<file path="src/rtl/swrl_pkg.sv">
// ----------------------------------------------------------------------------
// swrl_pkg: shared types and constants of the sliding window rate limiter
// Beat layouts, configuration register codes and default sizes.
// ----------------------------------------------------------------------------
package swrl_pkg;

  // Fixed field widths of the beats
  localparam int CUST_ID_W = 8;
  localparam int TS_W      = 32;
  localparam int INWIN_W   = 5;
  localparam int MAXREQ_W  = 5;
  localparam int WINDOW_W  = 32;
  localparam int CFG_W     = 32;
  localparam int CFG_IDX_W = 1;

  // Default sizes
  localparam int DEF_NUM_CUSTOMERS = 256;
  localparam int DEF_MAX_SLOTS     = 16;
  localparam int DEF_TIME_WIDTH    = 32;

  // Register reset values
  localparam logic [MAXREQ_W-1:0] RST_MAX_REQUESTS = MAXREQ_W'(5);
  localparam logic [WINDOW_W-1:0] RST_WINDOW_TICKS = WINDOW_W'(5000);

  typedef enum logic [CFG_IDX_W-1:0] {
    REG_MAX_REQUESTS = 1'b0,
    REG_WINDOW_TICKS = 1'b1
  } reg_idx_t;

  typedef struct packed {
    logic [CUST_ID_W-1:0] customer_id;
    logic [TS_W-1:0]      timestamp;
  } req_t;

  typedef struct packed {
    logic               allowed;
    logic [INWIN_W-1:0] in_window;
  } rsp_t;

  typedef struct packed {
    logic [MAXREQ_W-1:0] max_requests;
    logic [WINDOW_W-1:0] window_ticks;
  } cfg_t;

endpackage

</file>
<file path="src/rtl/swrl_cfg_regs.sv">
// ----------------------------------------------------------------------------
// swrl_cfg_regs: configuration registers
// Write-only register file holding the request limit and the window length.
// ----------------------------------------------------------------------------
module swrl_cfg_regs
  import swrl_pkg::*;
(
  input  logic                 clk,
  input  logic                 rst,
  input  logic                 cfg_write,
  input  logic [CFG_IDX_W-1:0] cfg_index,
  input  logic [CFG_W-1:0]     cfg_data,
  output cfg_t                 cfg
);

  always_ff @(posedge clk) begin
    if (rst) begin
      cfg.max_requests <= RST_MAX_REQUESTS;
      cfg.window_ticks <= RST_WINDOW_TICKS;
    end else if (cfg_write) begin
      unique case (reg_idx_t'(cfg_index))
        REG_MAX_REQUESTS: cfg.max_requests <= cfg_data[MAXREQ_W-1:0];
        REG_WINDOW_TICKS: cfg.window_ticks <= cfg_data[WINDOW_W-1:0];
      endcase
    end
  end

endmodule

</file>
<file path="config.mk">
export PLATFORM = sky130hd
export DESIGN_NAME = swrl_cfg_regs
export DESIGN_NICKNAME = d
export VERILOG_FILES = /design/src/rtl/swrl_pkg.sv /design/src/rtl/swrl_cfg_regs.sv
export SDC_FILE = /design/constraint.sdc
export NUM_CORES = 1
export LEC_CHECK = 0
export BUFFER_PORTS_ARGS = -buffer_cell sky130_fd_sc_hd__buf_2
export CAP_MARGIN = 0
export CORE_ASPECT_RATIO = 1.75
export CORE_UTILIZATION = 49
export DETAILED_ROUTE_END_ITERATION = 10
export PLACE_DENSITY = 0.8
export SYNTH_ARGS = -nofsm -noshare
export SYNTH_HDL_FRONTEND = slang
export SYNTH_SLANG_ARGS = --single-unit
</file>
<file path="constraint.sdc">
create_clock -name clk -period 1.55 [get_ports clk]
set_input_delay 0.31 -clock clk [delete_from_list [all_inputs] [get_ports clk]]
set_output_delay 0.31 -clock clk [all_outputs]
set_load 0.02 [all_outputs]
</file>
==> results of run 1 <==
layout by cell type, fill, tap and decap left out, drive strengths merged:
master / n
a21oi: 25
nand2: 1
nand4bb: 1
buf: 79
a211o: 5
mux2i: 6
a21bo: 25
and3: 5
nand2b: 8
and2b: 1
nand3: 25
nor2: 4
clkbuf: 8
o21ai: 1
dfxtp: 37
and2: 1
routing by layer:
| layer | global-route usage (%) | part of all wire (%) |
|---|---|---|
| met1 | 19.6 | 37 |
| met2 | 36.8 | 56 |
| met3 | 4.24 | 5.6 |
| met4 | 9.09 | 1.5 |
| met5 | 0 | 0 |
worst register-to-register path: cells and delay by family (launching register included):
family / cells / cell delay (ns)
DFF: 1 / 0.34
AOI/OAI and AO/OA: 2 / 0.36
logic make-up (layout without fill, tap and decap cells):
kind of cell           Yosys count  after routing  synth area share, %
AO/OA/AOI/OAI                   56             56                 26.8
AND/OR/NAND/NOR                 46             46                 15.8
multiplexers                     6              6                 3.80
flip-flops                      37             37                 46.8
buffers and inverters           18             87                 6.72
how the worst min path moves through the flow:
stage	startpoint	to	cells past startpoint
6_report	cfg_data[5]	cfg[5]$_SDFFE_PP0P_	3
5_1_grt	cfg_data[13]	cfg[13]$_SDFFE_PP0P_	3
4_1_cts	cfg_data[31]	cfg[31]$_SDFFE_PP0P_	3
3_5_place_dp	cfg[8]$_SDFFE_PP1P_	cfg[8]$_SDFFE_PP1P_	1
3_3_place_gp	cfg[7]$_SDFFE_PP1P_	cfg[7]$_SDFFE_PP1P_	1
2_1_floorplan	cfg_data[0]	cfg[0]$_SDFFE_PP0P_	2
area by class of cell:
type / instances / area (um2)
clock buffers: 8 / 80.1
flip-flops and latches: 37 / 741
fillers: 281 / 960
well taps: 42 / 52.6
multi-input cells: 108 / 734
repair buffers: 79 / 425
per-stage QoR:
step | hold WS, ns | total power, uW | cells | util [%]
2_1_floorplan | 0.457 | 1250 | 163 | -
3_3_place_gp | 0.445 | 1360 | 266 | 65.3
3_5_place_dp | 0.444 | 1360 | 266 | 65.3
4_1_cts | 0.269 | 1990 | 274 | 67.9
5_1_grt | 0.281 | 2050 | 274 | 67.9
6_report | 0.276 | 1960 | 274 | 67.9
power by group through the flow:
stage	Clock, uW	Combinational (uW)	Sequential [uW]
final	621	319	1020
after global routing	680	346	1020
after CTS	645	322	1020
after detailed placement	0	322	1040
after global placement	0	319	1040
after floorplan	0	152	1100
==> flow_metrics.py, run 1 <==
metrics = {
    "logic_synthesis": {
        "ys_top_cells_by_count": "dfxtp_1 (37), a21bo_2 (25), a21oi_1 (25), nand3_1 (25), buf_2 (13)",
        "synth.most_common_cell": "dfxtp_1",
        "ys.flop_type": "dfxtp_1",
        "ys_warn_count": 0,
        "synth_edf_count": 0,
        "synth_seq_cells": 37,
        "synth_area_leaders": "dfxtp_1 (47%), a21bo_2 (16%), a21oi_1 (7.9%)",
        "ys_async_sr_fraction_pct": 0,
        "yosys.area.top_type": "dfxtp_1",
        "syn_area_mm2": 0.00158,
        "synthesis.area_per_instance_um2": 9.70,
        "synth.net_count": 199,
        "seq_area_frac_synth_pct": 46.8,
        "synthCells": 163,
        "synth_cell_type_count": 17,
        "yosys.area.top_type_share_pct": 46.8,
    },
    "setup_path": {
        "worstPathArrival_ns": 0.79,
        "path_buf_inv": 1,
        "crit_path_max_fanout": 2,
        "critical-path-slowest-cell": "dfxtp_1",
        "crit_start": "cfg[23]$_SDFFE_PP0P_",
        "r2r_start": "cfg[23]$_SDFFE_PP0P_",
        "cp.depth": 1,
        "end_kind": "primary output",
        "crit_family": "flip-flops",
        "worstPathRequired_ns": 1.24,
        "max_stage_delay_ns": 0.34,
        "reg2reg_depth": 2,
        "path_cells": "buf_2",
        "path_class": "flip-flop to primary output",
        "rrSetupSlack_ns": 0.79,
        "reg2reg_to": "cfg[23]$_SDFFE_PP0P_",
        "cp-start-kind": "flip-flop",
        "crit_path_end": "cfg[23]",
    },
    "cells_and_area": {
        "top_regs": "cfg (37)",
        "final_layout_size_suffix_gt1_share_pct": 47.0,
        "nNetsFinal": 267,
        "synthToLayoutAreaGrowth_pct": 28.6,
        "diodes": 0,
        "design_area_mm2": 0.00203,
        "largest_reg_flops": 37,
        "top_register": "cfg",
    },
    "clock_tree": {
        "cts_tree": "done",
        "clock_sinks": 37,
        "cts_buffers": 5,
        "path_clk_slew_ns": 0.07,
        "cts_setup_buffers": 0,
        "htreeDepth": 2,
        "clock_path_buffers": 2,
        "clk_latency_ns": 0.28,
        "postCtsHoldBufs": 0,
        "postCtsResizedCells": 0,
        "cts_root_buf": "clkbuf_8",
    },
    "timing": {
        "hold_viol": 0,
        "fin_ws_ns": 0.452,
        "final-setup-viol-count": 0,
        "fin_setup_tns_ns": 0,
        "grt_setup_unrepaired": "false",
        "tightest_slew_ns": 0.543,
        "max_freq_mhz": 911,
        "max_slew_margin_pct": 63.8,
        "period_share_pct": 70.9,
        "fin_crit_ns": 1.10,
        "worst_clock_skew_ns": 0,
        "maxSlewViolCount": 0,
    },
    "power_and_ir_drop": {
        "p_sw_uw": 500,
        "internal_power_uw": 1460,
        "power_density_mw_per_mm2": 964,
        "seq_power_share_pct": 52.0,
        "switching_share_pct": 25.5,
        "clockPowerShare_pct": 31.7,
        "ir_worst_vdd_mv": 0.721,
        "comb_power_share_pct": 16.3,
        "leakagePower_uw": 0.000959,
    },
    "placed_design": {
        "placed_cell_area_mm2": 0.00195,
        "globalplace.congestion": 0.765,
        "dp_hpwl_um": 2360,
        "io_buffers": 72,
        "place_ws_ns": 0.291,
    },
    "route": {
        "drt-total-wl_um": 3290,
        "wl_per_cell_um": 12.0,
        "dr.pass1.iters": 4,
        "drt_iter0_markers": 24,
        "via_count": 1392,
        "via_per_inst": 5.08,
        "drc_errors": 0,
        "ant_nets": 0,
    },
    "die": {
        "dieArea_mm2": 0.00347,
        "num_rows": 26,
        "die_x_um": 44.9,
        "core_area_mm2": 0.00299,
        "ios": 73,
        "die_y_um": 77.2,
        "start_util_pct": 52.8,
    },
    "status": {
        "run_status": "finished, final reports clean",
    },
    "grt": {
        "grt_start_max_net_pins": 36,
        "antenna_found_initial": 0,
        "groute.usage.overall_pct": 20.0,
        "grt_pass1_wl_um": 5150,
        "grt_pass1_vias": 1245,
        "grt.overflow.total": 0,
    },
    "min_path": {
        "hold_path_class": "input pin to flip-flop",
    },
    "flow_run": {
        "max-cap-violations": 0,
    },
}
Power figures use the tool's default switching activity.
==> inputs of run 2 (changes only) <==
--- a/config.mk
+++ b/config.mk
@@ -5,12 +5,13 @@
 export SDC_FILE = /design/constraint.sdc
 export NUM_CORES = 1
 export LEC_CHECK = 0
+export ABC_AREA = 1
 export BUFFER_PORTS_ARGS = -buffer_cell sky130_fd_sc_hd__buf_2
 export CAP_MARGIN = 0
 export CORE_ASPECT_RATIO = 1.75
-export CORE_UTILIZATION = 49
+export CORE_UTILIZATION = 43
 export DETAILED_ROUTE_END_ITERATION = 10
-export PLACE_DENSITY = 0.8
+export PLACE_DENSITY = 0.74
 export SYNTH_ARGS = -nofsm -noshare
 export SYNTH_HDL_FRONTEND = slang
 export SYNTH_SLANG_ARGS = --single-unit
==> constraint.sdc (replaced) <==
create_clock -name clk -period 1.1 [get_ports clk]
set_input_delay 0.22 -clock clk [delete_from_list [all_inputs] [get_ports clk]]
set_output_delay 0.22 -clock clk [all_outputs]
set_load 0.02 [all_outputs]
==> flow_metrics.py, run 2 <==
metrics = {
    "status": {
        "run_status": "finished, final reports clean",
    },
    "timing": {
        "hold_viol": 0,
        "worst_clock_skew_ns": 0,
        "final-setup-viol-count": 0,
        "maxSlewViolCount": 0,
        "tightest_slew_ns": 0.300,
        "max_slew_margin_pct": 80.0,
        "max_freq_mhz": 970,
        "grt_setup_unrepaired": "false",
        "period_share_pct": 93.8,
        "fin_setup_tns_ns": 0,
        "fin_crit_ns": 1.03,
        "hold_ws_ns": 0.129,
    },
    "logic_synthesis": {
        "ys_async_sr_fraction_pct": 0,
        "syn_area_mm2": 0.00135,
        "ys_warn_count": 0,
        "synth_seq_cells": 37,
        "synthesis.area_per_instance_um2": 7.92,
        "yosys.area.top_type_share_pct": 54.7,
        "synth_area_leaders": "dfxtp_1 (55%), nor2_1 (17%), o21ai_0 (5.9%)",
        "ys_top_cells_by_count": "nor2_1 (61), dfxtp_1 (37), nand2_1 (16), o21ai_0 (16), nand3_1 (12)",
        "synth.most_common_cell": "nor2_1",
        "synthCells": 171,
        "synth.net_count": 207,
        "synth_edf_count": 0,
        "seq_area_frac_synth_pct": 54.7,
        "ys.flop_type": "dfxtp_1",
        "synth_cell_type_count": 14,
        "yosys.area.top_type": "dfxtp_1",
    },
    "power_and_ir_drop": {
        "clockPowerShare_pct": 41.3,
        "power_uw": 3320,
        "internal_power_uw": 2510,
        "ir_worst_vdd_mv": 1.54,
        "power_density_mw_per_mm2": 1790,
        "comb_power_share_pct": 14.4,
        "switching_share_pct": 24.2,
        "leakagePower_uw": 0.000953,
        "p_sw_uw": 804,
        "seq_power_share_pct": 44.4,
    },
    "grt": {
        "antenna_found_initial": 0,
        "grt_pass1_wl_um": 4900,
        "grt.overflow.total": 0,
        "grt_pass1_vias": 1150,
        "grt_start_max_net_pins": 33,
        "groute.usage.overall_pct": 19.7,
    },
    "clock_tree": {
        "cts_buffers": 5,
        "clk_latency_ns": 0.29,
        "postCtsHoldBufs": 0,
        "clock_path_buffers": 2,
        "path_clk_slew_ns": 0.07,
        "cts_root_buf": "clkbuf_8",
        "cts_tree": "done",
        "cts_setup_buffers": 0,
        "postCtsResizedCells": 0,
        "clock_sinks": 37,
        "htreeDepth": 2,
    },
    "route": {
        "drt_iter0_markers": 31,
        "wl_per_cell_um": 10.5,
        "ant_nets": 0,
        "via_per_inst": 4.51,
        "drc_errors": 0,
        "drt-total-wl_um": 3030,
        "via_count": 1299,
        "dr.pass1.iters": 4,
    },
    "placed_design": {
        "globalplace.congestion": 0.765,
        "dp_hpwl_um": 2240,
        "placed_cell_area_mm2": 0.00172,
        "dp_cells": 280,
        "io_buffers": 72,
    },
    "die": {
        "die_y_um": 76.2,
        "die_x_um": 44.4,
        "core_area_mm2": 0.00296,
        "num_rows": 26,
        "dieArea_mm2": 0.00339,
        "start_util_pct": 45.7,
        "ios": 73,
    },
    "setup_path": {
        "critical-path-slowest-cell": "dfxtp_1",
        "crit_family": "flip-flops",
        "worstPathArrival_ns": 0.81,
        "path_buf_inv": 1,
        "rrSetupSlack_ns": 0.51,
        "reg2reg_depth": 2,
        "crit_path_max_fanout": 2,
        "crit_start": "cfg[7]$_SDFFE_PP1P_",
        "max_stage_delay_ns": 0.35,
        "path_cells": "buf_2",
        "path_class": "flip-flop to primary output",
        "cp.depth": 1,
        "cp-start-kind": "flip-flop",
        "crit_path_end": "cfg[7]",
        "worstPathRequired_ns": 0.88,
        "end_kind": "primary output",
        "r2r_start": "cfg[14]$_SDFFE_PP0P_",
        "reg2reg_to": "cfg[14]$_SDFFE_PP0P_",
    },
    "cells_and_area": {
        "synthToLayoutAreaGrowth_pct": 36.7,
        "nNetsFinal": 281,
        "top_register": "cfg",
        "final_layout_size_suffix_gt1_share_pct": 35.8,
        "mostFrequentLayoutCell": "buf_2",
        "largest_reg_flops": 37,
        "diodes": 0,
        "design_area_mm2": 0.00185,
        "top_regs": "cfg (37)",
        "final_cell_mix": "buf_2 (72), nor2_1 (61), dfxtp_1 (37)",
        "fin_cells": 288,
    },
    "min_path": {
        "hold_path_class": "input pin to flip-flop",
    },
    "flow_run": {
        "max-cap-violations": 0,
    },
}
## run 2: stage by stage
stage / setup slack, ns / utilization [%]
6_report: 0.0686 / 62.5
5_1_grt: 0.0237 / 62.5
4_1_cts: 0.0525 / 62.5
3_5_place_dp: 0.0521 / 58.0
3_3_place_gp: 0.0940 / 58.0
2_1_floorplan: 0.272 / -
## run 2: cells by family after synthesis
family | Yosys count | synth area share, %
AND/OR/NAND/NOR | 90 | 26.6
flip-flops | 37 | 54.7
AO/OA/AOI/OAI | 27 | 9.98
buffers and inverters | 17 | 8.69
## run 2: power by group through the flow
stage	sequential [uW]	clock, uW	combinational, uW
finish	1470	1370	476
global route	1480	1460	531
CTS	1470	1410	481
detailed placement	1500	0	480
global placement	1500	0	475
floorplan	1610	0	196
## run 2: layout make-up
type                            count  area, um2
Clock buffer                        5       68.8
Multi-Input combinational cell    117        495
Sequential cell                    37        741
Inverter                            7       30.0
Fill cell                         297       1110
Tap cell                           42       52.6
Timing Repair Buffer               77        398
Clock inverter                      3       65.1
## run 2: routing by layer
layer | vias up | routed length, um | share of wire, % | track usage (%)
met3 | 6 | 166 | 5.5 | 6.87
met5 | - | 0 | 0 | 0
met2 | 41 | 1640 | 54 | 34.1
met4 | 0 | 68 | 2.2 | 10.0
li1 | 687 | - | - | -
met1 | 565 | 1160 | 38 | 19.5
## run 2: how the worst min path moves through the flow
stage	cells past startpoint	end	startpoint	slack, ns
after floorplan	2	cfg[12]$_SDFFE_PP1P_	cfg_data[12]	0.33
after global placement	3	cfg[7]$_SDFFE_PP1P_	cfg_data[7]	0.43
after detailed placement	3	cfg[7]$_SDFFE_PP1P_	cfg_data[7]	0.43
after CTS	3	cfg[7]$_SDFFE_PP1P_	cfg_data[7]	0.11
after global routing	3	cfg[9]$_SDFFE_PP1P_	cfg_data[9]	0.13
final	3	cfg[7]$_SDFFE_PP1P_	cfg_data[7]	0.13
==> inputs of run 3 (changes only) <==
--- a/config.mk
+++ b/config.mk
@@ -10,6 +10,7 @@
 export CAP_MARGIN = 0
 export CORE_ASPECT_RATIO = 1.75
 export CORE_UTILIZATION = 43
+export CTS_BUF_LIST = sky130_fd_sc_hd__clkbuf_16
 export DETAILED_ROUTE_END_ITERATION = 10
 export PLACE_DENSITY = 0.74
 export SYNTH_ARGS = -nofsm -noshare
==> flow_metrics.py, run 3 (synthesis gave the netlist of run 2 again) <==
metrics = {
    "status": {
        "run_status": "finished, final reports clean",
    },
    "clock_tree": {
        "cts_buffers": 5,
        "htreeDepth": 2,
        "cts_root_buf": "clkbuf_16",
        "postCtsResizedCells": 0,
        "clock_path_buffers": 2,
        "path_clk_slew_ns": 0.06,
        "cts_tree": "done",
        "clk_latency_ns": 0.27,
        "postCtsHoldBufs": 0,
        "cts_setup_buffers": 0,
        "clock_sinks": 37,
    },
    "timing": {
        "tightest_slew_ns": 0.306,
        "fin_crit_ns": 1.01,
        "final-setup-viol-count": 0,
        "worst_clock_skew_ns": 0,
        "maxSlewViolCount": 0,
        "period_share_pct": 91.8,
        "hold_viol": 0,
        "max_slew_margin_pct": 79.6,
        "grt_setup_unrepaired": "false",
        "max_freq_mhz": 991,
        "fin_setup_tns_ns": 0,
    },
    "cells_and_area": {
        "final_cell_mix": "buf_2 (72), nor2_1 (61), dfxtp_1 (37)",
        "diodes": 0,
        "largest_reg_flops": 37,
        "top_register": "cfg",
        "nNetsFinal": 281,
        "num-fill-cells": 291,
        "synthToLayoutAreaGrowth_pct": 40.9,
        "mostFrequentLayoutCell": "buf_2",
        "final_layout_size_suffix_gt1_share_pct": 35.8,
        "top_regs": "cfg (37)",
    },
    "die": {
        "num_rows": 26,
        "start_util_pct": 45.7,
        "die_x_um": 44.4,
        "ios": 73,
        "core_area_mm2": 0.00296,
        "die_y_um": 76.2,
        "dieArea_mm2": 0.00339,
    },
    "route": {
        "drt-total-wl_um": 3120,
        "wl_per_cell_um": 10.8,
        "drt_iter0_markers": 34,
        "ant_nets": 0,
        "via_per_inst": 4.64,
        "dr.pass1.iters": 4,
        "via_count": 1336,
        "drc_errors": 0,
    },
    "power_and_ir_drop": {
        "internal_power_uw": 2910,
        "seq_power_share_pct": 39.1,
        "p_sw_uw": 861,
        "power_uw": 3770,
        "clockPowerShare_pct": 48.2,
        "ir_worst_vdd_mv": 1.47,
        "comb_power_share_pct": 12.7,
        "switching_share_pct": 22.9,
        "power_density_mw_per_mm2": 1980,
        "leakagePower_uw": 0.000979,
    },
    "setup_path": {
        "cp-start-kind": "flip-flop",
        "path_cells": "buf_2",
        "max_stage_delay_ns": 0.34,
        "path_class": "flip-flop to primary output",
        "worstPathArrival_ns": 0.79,
        "end_kind": "primary output",
        "worstPathRequired_ns": 0.88,
        "crit_family": "flip-flops",
        "critical-path-slowest-cell": "dfxtp_1",
        "path_buf_inv": 1,
        "crit_path_max_fanout": 2,
    },
    "min_path": {
        "hold_path_class": "input pin to flip-flop",
    },
    "placed_design": {
        "dp_hpwl_um": 2240,
        "globalplace.congestion": 0.765,
        "io_buffers": 72,
    },
    "flow_run": {
        "max-cap-violations": 0,
    },
    "grt": {
        "grt.overflow.total": 0,
        "antenna_found_initial": 0,
        "grt_start_max_net_pins": 33,
        "grt_pass1_vias": 1185,
        "grt_pass1_wl_um": 5030,
        "groute.usage.overall_pct": 19.8,
    },
}
[run 3: cell types whose count changed in the layout (fill, tap and decap cells not counted)]
cell | before | now
clkbuf_8 | 5 | 0
clkbuf_16 | 0 | 5
[run 3: metrics by stage]
step | cell area, um2 | setup WS, ns | instances | hold WS [ns] | util (%)
2_1_floorplan | 1350 | 0.272 | 171 | 0.333 | -
3_3_place_gp | 1720 | 0.0940 | 280 | 0.427 | 58.0
3_5_place_dp | 1720 | 0.0521 | 280 | 0.430 | 58.0
4_1_cts | 1910 | 0.0812 | 288 | 0.136 | 64.4
5_1_grt | 1910 | 0.0550 | 288 | 0.156 | 64.4
6_report | 1910 | 0.0907 | 288 | 0.145 | 64.4
[run 3: area by class of cell]
| class | count | area (um2) | share of cell area (%) |
|---|---|---|---|
| clock inverters | 3 | 65.1 | 3.41 |
| clock buffers | 5 | 125 | 6.56 |
| flip-flops and latches | 37 | 741 | 38.8 |
| repair buffers | 77 | 398 | 20.9 |
| well taps | 42 | 52.6 | 2.76 |
| inverters | 7 | 30.0 | 1.57 |
| multi-input cells | 117 | 495 | 26.0 |
[run 3: power by group through the flow]
stage	registers (uW)	clock network (uW)	logic, uW
floorplan	1610	0	196
global placement	1500	0	475
detailed placement	1500	0	480
CTS	1470	1840	482
global route	1480	1890	532
finish	1470	1820	477
[run 3: layer usage]
metal	wire length (um)	track usage, %	up-vias	share of wire [%]
li1	-	-	687	-
met1	1160	20.0	588	37
met5	0	0	-	0
met2	1700	35.1	54	55
met3	183	5.45	7	5.9
met4	67	9.39	0	2.1
[run 3: worst paths after layout]
path / from / endpoint / slack (ns) / cells past startpoint
worst min register to register: cfg[32]$_SDFFE_PP1P_ / cfg[32]$_SDFFE_PP1P_ / 0.46 / 2
worst min-delay path: cfg_data[7] / cfg[7]$_SDFFE_PP1P_ / 0.15 / 3
worst max register to register: cfg[14]$_SDFFE_PP0P_ / cfg[14]$_SDFFE_PP0P_ / 0.50 / 2
worst max-delay path: cfg[30]$_SDFFE_PP0P_ / cfg[30] / 0.09 / 1
